==> config.mk <==
export PLATFORM = sky130hd
export DESIGN_NAME = idr_queue
export DESIGN_NICKNAME = d
export VERILOG_FILES = /design/src/rtl/idr_pkg.sv /design/src/rtl/idr_queue.sv
export SDC_FILE = /design/constraint.sdc
export NUM_CORES = 1
export LEC_CHECK = 0
export BUFFER_PORTS_ARGS = -buffer_cell sky130_fd_sc_hd__clkbuf_2
export CAP_MARGIN = 20
export CORE_ASPECT_RATIO = 0.7
export CORE_MARGIN = 1.5
export CORE_UTILIZATION = 35
export DETAILED_ROUTE_END_ITERATION = 16
export RECOVER_POWER = 100
export SLEW_MARGIN = 20
export SYNTH_ARGS = -nofsm -noshare
export SYNTH_HDL_FRONTEND = slang
export SYNTH_SLANG_ARGS = --single-unit
==> constraint.sdc <==
create_clock -name clk -period 16.5 [get_ports clk]
set_clock_uncertainty 0.2 [all_clocks]
set_input_delay 0.825 -clock clk [delete_from_list [all_inputs] [get_ports clk]]
set_output_delay 0.825 -clock clk [all_outputs]
set_load 0.1 [all_outputs]
==> src/rtl/idr_pkg.sv <==
// Package for the 32/64-bit integer divider: payload structs, opcode names,
// and the pipeline record passed between front, queue and back stages.
// No dependencies.
`default_nettype none
package idr_pkg;

    localparam int unsigned DataW  = 64;
    localparam int unsigned NarrowW = 32;
    localparam int unsigned QDepth = 2;
    localparam int unsigned QPtrW  = 1;
    localparam int unsigned QCntW  = 2;

    typedef enum logic [1:0] {
        OP_S32 = 2'd0,
        OP_U32 = 2'd1,
        OP_S64 = 2'd2,
        OP_U64 = 2'd3
    } opcode_t;

    typedef struct packed {
        logic [1:0]        opcode;
        logic [DataW-1:0]  dividend;
        logic [DataW-1:0]  divisor;
    } in_item_t;

    typedef struct packed {
        logic [DataW-1:0]  quotient;
        logic [DataW-1:0]  remainder_out;
        logic              zero_divisor;
    } out_item_t;

    // Classified operation handed from the front to the back.
    typedef struct packed {
        logic              wide;
        logic              neg_q;
        logic              neg_r;
        logic              zero_div;
        logic [DataW-1:0]  num;
        logic [DataW-1:0]  den;
    } work_t;

    // One row of the restoring array.
    typedef struct packed {
        logic              wide;
        logic              neg_q;
        logic              neg_r;
        logic              zero_div;
        logic [DataW-1:0]  num;
        logic [DataW-1:0]  den;
        logic [DataW-1:0]  rem;
        logic [DataW-1:0]  quo;
    } row_t;

endpackage
`default_nettype wire

==> src/rtl/idr_queue.sv <==
// Short queue decoupling the front from the back.
// Depends on idr_pkg.
`default_nettype none
module idr_queue (
    input  wire logic           clk,
    input  wire logic           rst_n,
    input  wire logic           wr_valid,
    input  wire idr_pkg::work_t wr_data,
    output logic                wr_ready,
    output logic                rd_valid,
    output idr_pkg::work_t      rd_data,
    input  wire logic           rd_ready
);
    import idr_pkg::*;

    work_t            mem_reg [QDepth];
    logic [QPtrW-1:0] wptr_reg;
    logic [QPtrW-1:0] rptr_reg;
    logic [QCntW-1:0] cnt_reg;
    logic             do_wr;
    logic             do_rd;

    assign wr_ready = cnt_reg != QCntW'(QDepth);
    assign rd_valid = cnt_reg != '0;
    assign rd_data  = mem_reg[rptr_reg];
    assign do_wr    = wr_valid && wr_ready;
    assign do_rd    = rd_valid && rd_ready;

    // Pointers and fill count.
    always_ff @(posedge clk or negedge rst_n)
    begin
        if (!rst_n)
        begin
            wptr_reg <= '0;
            rptr_reg <= '0;
            cnt_reg  <= '0;
        end
        else
        begin
            if (do_wr)
            begin
                wptr_reg <= wptr_reg + 1'b1;
            end
            if (do_rd)
            begin
                rptr_reg <= rptr_reg + 1'b1;
            end
            cnt_reg <= cnt_reg + QCntW'(do_wr) - QCntW'(do_rd);
        end
    end

    // Storage.
    always_ff @(posedge clk)
    begin
        if (do_wr)
        begin
            mem_reg[wptr_reg] <= wr_data;
        end
    end

endmodule
`default_nettype wire

==> impl_results.md <==
- Status: finished with violations
- Failing checks: max-capacitance violations, max-slew violations
- Count of different cell masters after synthesis: 19
- Slew @ Worst Pin: around 4 ns
- Vias in the first global route: between 4000 and 5000
- Fin crit share: between 30% and 40%
- Wire length of the first global-routing pass: roughly 28000 um
- Fill count: 2598
- Post-synth EDFFs: 264
- Worst setup endpoint: rd_data[74]
- Synth Area per Inst: 23.2 um^2
- Initial DRC Count: approximately 230
- Seq/Total Area, Yosys: 80.1%
- Nets: approximately 860
- Core area: between 20000 and 30000 um^2
- Startpoint Class: flop
- Wire length per cell: approximately 17 um
- Max transition margin: -165%
- Worst path required time: approximately 15 ns
- Highest clock rate: 161 MHz
- Asr flop ratio synth: 1.49%
- Worst setup path startpoint: rptr_reg
- Clk sink count: 268
- Starting Density: a little over a third
- Hold Startpoint: wr_data[86]
- Synth Warn #: 0
- Max Slew Vio Count: 389
- Share of cells above drive strength 1: 28.0%
- Area Overhead vs Synth: 20.6%
- Port bufs: 269
- CTS Root Cell: clkbuf_16
- H-tree Lvls: 1
- Min Tclk post-route: 6.21 ns
- Total congestion overflow: 0
- Cells after Synth: 433
- Vias/cell: 4.45
- Post-CTS Setup Inserts: 0
- Min-delay worst type: in2reg
- Core Rows: 51
- Initial antenna violation count: 0
- Final setup vio count: 0
- CTS tree: yes
- GPL Wtd Cong: 0.726
- DRC: 0
- Seq cells post-synth: 268
- Num CTS Buffers: 26
- Max Cap Viol: 7
- Max FO, Critical Path: 56
- Most frequent cells in the layout: edfxtp_1 (264), clkbuf_1 (190), clkbuf_2 (93), mux2_2 (59), mux2_1 (51)
- Die height: ~140 um
- DR pass1 iterations: 5
- Routed Antenna Nets: 0
- Die X: around 200 um
- Via count: 4941
- Worst hold path depth: 1
- Crit Path Category: reg2out
- Worst R2R Start: cnt_reg[0]
- Endpoints failing hold: 0
- Critical Path Sink Type: output pin
- CTS max path bufs: 3
- Ant diodes: 0
- Flip-flop count of the largest register after layout: 264
- Post-Syn Nets: 570
- Worst R2R Path Depth: 3
- R2r endpoint: mem_reg[1][21]
- Tot GR Track Use: 12.3%
- Pin count of the biggest net entering global routing: 69
- Mapped Area: 10000 um^2
- Total routed wirelength: between 15000 and 20000 um
- Clock Latency Late Sink: 0.52 ns
- Clk slew on worst S/H paths: about 0.06 ns
- Critical Path AT: 5.18 ns
- Final HPWL DP: 12500 um
- Most used DFF post-synth: edfxtp_1
- Io pins: 270
- Register-to-Register Setup Slack: 11.55 ns
- Most common cell after layout, fill and taps aside: edfxtp_1
- Setup TNS: 0 ns
- Full die area: 29700 um^2
- Unrepaired setup endpoints after global routing: false
layer usage:
layer | share of wire, % | up-vias | track usage [%]
met5 | 0 | - | 0
met2 | 43 | 183 | 17.7
met3 | 10 | 27 | 5.36
li1 | - | 2307 | -
met4 | 1.6 | 0 | 2.50
met1 | 46 | 2424 | 17.2
Yosys cell counts (2+ instances only):
cell	count	share of area, %
mux2_4	70	10
nand2_1	2	0.075
buf_6	9	1.0
edfxtp_1	264	79
mux2_2	62	7.0
dfrtp_1	4	1.0
buf_2	6	0.30
nor2_1	3	0.11
xnor2_1	3	0.26
cells by family (layout without fill, tap and decap cells):
logic type / Yosys count / after routing / synth area share [%]
multiplexers: 132 / 132 / 17.4
AO/OA/AOI/OAI: 4 / 4 / 0.312
adder cells (fa/ha/maj): 1 / 1 / 0.125
XOR/XNOR: 3 / 3 / 0.262
flip-flops: 268 / 268 / 80.1
buffers and inverters: 15 / 321 / 1.31
AND/OR/NAND/NOR: 10 / 10 / 0.487
per-stage QoR:
step / area (um^2) / setup slack [ns] / cells / util [%] / hold slack [ns]
global route: 12100 / 9.90 / 1110 / 43.2 / 0.246
global placement: 11800 / 13.23 / 1064 / 42.0 / 0.341
floorplan: 10000 / 8.72 / 433 / - / 0.260
CTS: 12500 / 12.63 / 1110 / 44.7 / 0.248
detailed placement: 11800 / 13.23 / 1064 / 42.0 / 0.346
finish: 12100 / 10.29 / 1110 / 43.2 / 0.288
area by class of cell:
class	count	area (um^2)	area share, %
clock buffer	35	706	5.84
clock inverter	10	41.3	0.342
multi-input combinational	150	1690	14.0
sequential	268	8030	66.4
tap	371	464	3.84
timing repair buffer	276	1160	9.58
worst max-delay path, stage by stage (launching register included):
cell and delay, ns:
dfrtp_4 0.59, clkbuf_1 2.53, mux2_4 0.48, clkbuf_1 0.93
how the worst min path moves through the flow:
stage and end:
4_1_cts mem_reg[0][104], 2_1_floorplan wptr_reg, 5_1_grt mem_reg[0][20], 3_5_place_dp wptr_reg, 3_3_place_gp wptr_reg, 6_report mem_reg[0][86]
repair_timing:
item,4_1_cts,5_1_grt
hold buffers,1,0
endpoints found under the hold margin,4,0
resized for setup,0,0
Power is not shown: default switching activity piles up to over one toggle a cycle in this logic, so the estimate is an artifact.
