$ cat config.mk
export PLATFORM = sky130hd
export DESIGN_NAME = idr_front
export DESIGN_NICKNAME = d
export VERILOG_FILES = /design/src/rtl/idr_pkg.sv /design/src/rtl/idr_front.sv
export SDC_FILE = /design/constraint.sdc
export NUM_CORES = 1
export LEC_CHECK = 0
export BUFFER_PORTS_ARGS = -buffer_cell sky130_fd_sc_hd__buf_4
export CAP_MARGIN = 30
export CORE_MARGIN = 10
export CORE_UTILIZATION = 47
export CTS_CLUSTER_DIAMETER = 50
export CTS_CLUSTER_SIZE = 40
export DETAILED_ROUTE_END_ITERATION = 8
export HOLD_SLACK_MARGIN = 0.12
export PLACE_DENSITY_LB_ADDON = 0.25
export SYNTH_ARGS = -nofsm -noshare
export SYNTH_HDL_FRONTEND = slang
export SYNTH_SLANG_ARGS = --single-unit
$ cat constraint.sdc
create_clock -name clk -period 3.95 [get_ports clk]
set_input_delay 0.79 -clock clk [delete_from_list [all_inputs] [get_ports clk]]
set_output_delay 0.79 -clock clk [all_outputs]
set_load 0.1 [all_outputs]
$ cat src/rtl/idr_pkg.sv
// Package for the 32/64-bit integer divider: payload structs, opcode names,
// and the pipeline record passed between front, queue and back stages.
// No dependencies.
`default_nettype none
package idr_pkg;

    localparam int unsigned DataW  = 64;
    localparam int unsigned NarrowW = 32;
    localparam int unsigned QDepth = 2;
    localparam int unsigned QPtrW  = 1;
    localparam int unsigned QCntW  = 2;

    typedef enum logic [1:0] {
        OP_S32 = 2'd0,
        OP_U32 = 2'd1,
        OP_S64 = 2'd2,
        OP_U64 = 2'd3
    } opcode_t;

    typedef struct packed {
        logic [1:0]        opcode;
        logic [DataW-1:0]  dividend;
        logic [DataW-1:0]  divisor;
    } in_item_t;

    typedef struct packed {
        logic [DataW-1:0]  quotient;
        logic [DataW-1:0]  remainder_out;
        logic              zero_divisor;
    } out_item_t;

    // Classified operation handed from the front to the back.
    typedef struct packed {
        logic              wide;
        logic              neg_q;
        logic              neg_r;
        logic              zero_div;
        logic [DataW-1:0]  num;
        logic [DataW-1:0]  den;
    } work_t;

    // One row of the restoring array.
    typedef struct packed {
        logic              wide;
        logic              neg_q;
        logic              neg_r;
        logic              zero_div;
        logic [DataW-1:0]  num;
        logic [DataW-1:0]  den;
        logic [DataW-1:0]  rem;
        logic [DataW-1:0]  quo;
    } row_t;

endpackage
`default_nettype wire

$ cat src/rtl/idr_front.sv
// Front stage: masks operands to the mode width, takes magnitudes and
// records result signs. Depends on idr_pkg.
`default_nettype none
module idr_front (
    input  wire logic              clk,
    input  wire logic              rst_n,
    input  wire logic              in_valid,
    input  wire idr_pkg::in_item_t in_item,
    output logic                   in_ready,
    output logic                   out_valid,
    output idr_pkg::work_t         out_work,
    input  wire logic              out_ready
);
    import idr_pkg::*;

    logic             valid_reg;
    work_t            work_reg;
    work_t            work_next;
    logic             wide;
    logic             sgn;
    logic [DataW-1:0] mask;
    logic [DataW-1:0] a;
    logic [DataW-1:0] b;
    logic             a_neg;
    logic             b_neg;
    logic [DataW-1:0] a_abs;
    logic [DataW-1:0] b_abs;

    // Operand classification.
    always_comb
    begin
        wide  = (in_item.opcode == OP_S64) || (in_item.opcode == OP_U64);
        sgn   = (in_item.opcode == OP_S64) || (in_item.opcode == OP_S32);
        mask  = wide ? '1 : {{(DataW-NarrowW){1'b0}}, {NarrowW{1'b1}}};
        a     = in_item.dividend & mask;
        b     = in_item.divisor & mask;
        a_neg = sgn && (wide ? a[DataW-1] : a[NarrowW-1]);
        b_neg = sgn && (wide ? b[DataW-1] : b[NarrowW-1]);
        a_abs = a_neg ? ((~a + 1'b1) & mask) : a;
        b_abs = b_neg ? ((~b + 1'b1) & mask) : b;
        work_next.wide     = wide;
        work_next.neg_q    = a_neg != b_neg;
        work_next.neg_r    = a_neg;
        work_next.zero_div = (b == '0);
        work_next.num      = wide ? a_abs : {a_abs[NarrowW-1:0], {NarrowW{1'b0}}};
        work_next.den      = b_abs;
    end

    assign in_ready  = !valid_reg || out_ready;
    assign out_valid = valid_reg;
    assign out_work  = work_reg;

    // Output register.
    always_ff @(posedge clk or negedge rst_n)
    begin
        if (!rst_n)
        begin
            valid_reg <= 1'b0;
        end
        else if (in_ready)
        begin
            valid_reg <= in_valid;
        end
    end

    always_ff @(posedge clk)
    begin
        if (in_ready && in_valid)
        begin
            work_reg <= work_next;
        end
    end

endmodule
`default_nettype wire

==> metrics <==
Final Routed Wirelength 28800 um; worst hold slack after final layout 0.552 ns; TritonCTS sink count 133; proportion of synthesized flip-flops having asynchronous set or reset 0.752%; logic depth of the worst register-to-register path 3; area added between synthesis and finish 34.1%; most area-hungry cell type in the Yosys netlist edfxtp_1; fraction of final layout cells with drive strength greater than 1 between 30% and 40%; Worst-Skew Late Latency approximately 0.43 ns; Cell Area, Placed 0.0104 mm2; Final Hold Fails 0; via count of the first global-routing pass 7284; share of synthesized area occupied by flip-flops and latches between 40 and 50%; number of flops mapped to enable cells by yosys between 100 and 150; maximum net fanout on the critical path 7; number of cells traversed by the worst hold path 2; Rows 48; count of state elements after synthesis around 130; Antenna Diode Count 0; capturing point of the worst reg2reg path out_work[129]; global-route track usage on met2 39.2%; fmax 0.310 GHz; worst setup path startpoint in_item[64]; GRT Residual Overflow 0; global-route wire length before repair 44000 um; met3 track utilization from global routing between 7 and 8%; clock skew after layout between 0.007 and 0.008 ns; Hold Path Origin out_valid; TritonCTS buffer count 17; hold bufs inserted after CTS 1; Setup Fix Bufs, Post-CTS 0; htree depth 4; portion of synthesized cell area occupied by the leading cell type 48.4%; deepest clock path buffer count 2; number of distinct library cell variants in the gate-level netlist after synthesis 64; Post-Route Setup TNS 0 ns; Finished Cell Area approximately 0.011 mm2; post-synth design cell area 0.00820 mm2; minimum setup slack in the final design 0.723 ns; Hold Path End out_valid; Buffers on Ports 267; share of the cycle needed by the critical path after routing 81.7%; final std cells w/o fill 1287; Leakage 4.20 nW; number of instances in the synthesized netlist approximately 790; busiest layer in global routing met2; worst vdd rail ir drop 0.293 mV; worst setup path category primary input to flop; Routed WL per cell 22.4 um; total I/O pin count 268; final weighted congestion in routability-driven placement approximately 0.94; Hold/Removal Path Class flop to flop; number of max-slew violations in the final report 0; register-to-register setup slack 2.14 ns; clock slew at the register clock pins of the worst setup and hold paths roughly 0.060 ns; crit path capture type flop; number of gates resized after cts 0; Routed Antenna Nets 0; most common flop cell mapped by yosys edfxtp_1; vias post-DR about 7500; worst-case headroom to the max-slew limit approximately two fifths; antenna violations before repair 0; area of the core 0.0172 mm2; measured slew at the worst slew-check pin 0.926 ns; outcome finished clean; routing usage on met1 28.2%; required time of the critical path 4.12 ns; kind of start point of the critical path primary input; power per cell area 431 mW/mm2; final net count 1185; ranking of synthesized cells by area edfxtp_1 48%, xnor2_1 7.2%, nor2_1 4.8%; origin of the critical flop-to-flop path out_valid; Avg Inst Size Synth 10.4 um2; DRC 0; initial standard-cell utilization of the core 47.7%; total iterations of the first detailed-routing run 7; width of the chip 152 um; clock tree root buffer cell clkbuf_16; Final Critical Period around 3.2 ns; HPWL Detailed around 23000 um; Syn. warnings 0; number of maximum-capacitance violations 0; area of the die 0.0231 mm2; final setup vio count 0; largest net degree at the start of global routing 54; initial detailed-routing violation count 684; Placed Instances 1254; worst setup slack before clock tree synthesis 0.401 ns; number of nets in the synthesized netlist 921; Vert. Die Dim 152 um; RSZ-0062 raised after global routing false; TritonCTS clock tree built; detailed-route vias per instance 5.80; total routing resource utilization after global routing 23.8%; Worst Path Arrival roughly 3.4 ns
routing by layer:
| layer | vias up | part of all wire, % |
|---|---|---|
| met5 | - | 0 |
| met3 | 66 | 8.9 |
| met1 | 3517 | 40 |
| met2 | 396 | 48 |
| li1 | 3484 | - |
| met4 | 0 | 3.1 |
critical path: stages:
cell     delay, ns
buf_4         0.13
inv_1         0.09
ha_1          0.27
nor4b_1       0.44
nand3_1       0.40
nor4_4        0.64
a21oi_1       0.14
nor2_1        0.14
mux2_2        0.35
report_power, final:
group          switching [W]  leakage (nW)  internal [W]  total [W]
clock network       0.000646         0.263      0.000869    0.00151
logic                0.00112          2.65      0.000380    0.00150
registers          0.0000312          1.29       0.00169    0.00172
final cells by class:
class                           instances  area, um2
Tap cell                              225        282
Clock inverter                         14        128
Fill cell                            1423       6190
Timing Repair Buffer                  280       2130
Sequential cell                       133       3990
Multi-Input combinational cell        607       4000
Inverter                               10       37.5
Clock buffer                           18        429
synthesized netlist by cell type, types with 8 or more instances:
cell,number
or3_1,18
edfxtp_1,132
and2_1,14
nor3_1,36
a31oi_1,20
nor4_1,18
or2_2,8
nand2_1,34
o31ai_1,17
or4_1,16
inv_1,8
o41ai_1,10
a21oi_1,49
xor2_1,43
clkbuf_1,22
nand2b_1,12
nand3_1,12
xnor2_1,67
mux2i_1,22
o21ai_0,26
nor2_1,105
layout by cell type (no fill, tap or decap), types with 4 or more instances in the layout:
cell type,instances
nand3_1,12
and2_1,13
o21ai_0,26
or3_1,18
or4_1,16
a21oi_1,49
a211oi_1,4
mux2i_1,22
buf_4,277
xor2_1,43
nor2_1,105
o41ai_1,10
xnor2_1,67
nor3_1,36
inv_1,8
nor4_1,18
a41oi_1,4
edfxtp_1,132
or2_2,8
o21a_1,5
a31oi_1,20
clkinvlp_4,4
o31ai_1,17
nand2b_1,12
and3_1,4
or4_4,4
o22ai_1,4
nand2_1,34
clkbuf_16,17
nand4b_1,5
how the worst max path moves through the flow:
stage | to | slack, ns | depth (start not counted)
after global routing | out_work[104] | 0.60 | 9
after floorplan | out_work[0] | 0.06 | 2
after detailed placement | out_work[120] | 0.40 | 9
final | out_work[120] | 0.72 | 9
after global placement | out_work[104] | 0.49 | 9
after CTS | out_work[104] | 0.85 | 9
kinds of logic after synthesis:
group | Yosys count | share of synthesized area [%]
AOI/OAI and AO/OA | 157 | 12.7
xor gates and xnor gates | 110 | 11.8
adders and majority gates | 2 | 0.305
buffers and inverters | 45 | 2.61
DFF | 133 | 48.7
muxes | 25 | 3.10
and+or+nand+nor | 313 | 20.9
state kept, by name (all words and copies together), names as in the netlist:
register and flops:
out_valid 1, out_work 132
through the flow:
stage          utilization, %  power (W)
3_3_place_gp             60.7    0.00324
5_1_grt                  64.0    0.00489
3_5_place_dp             60.7    0.00325
2_1_floorplan               -    0.00281
6_report                 64.0    0.00473
4_1_cts                  64.0    0.00476
Power figures use the tool's default switching activity.
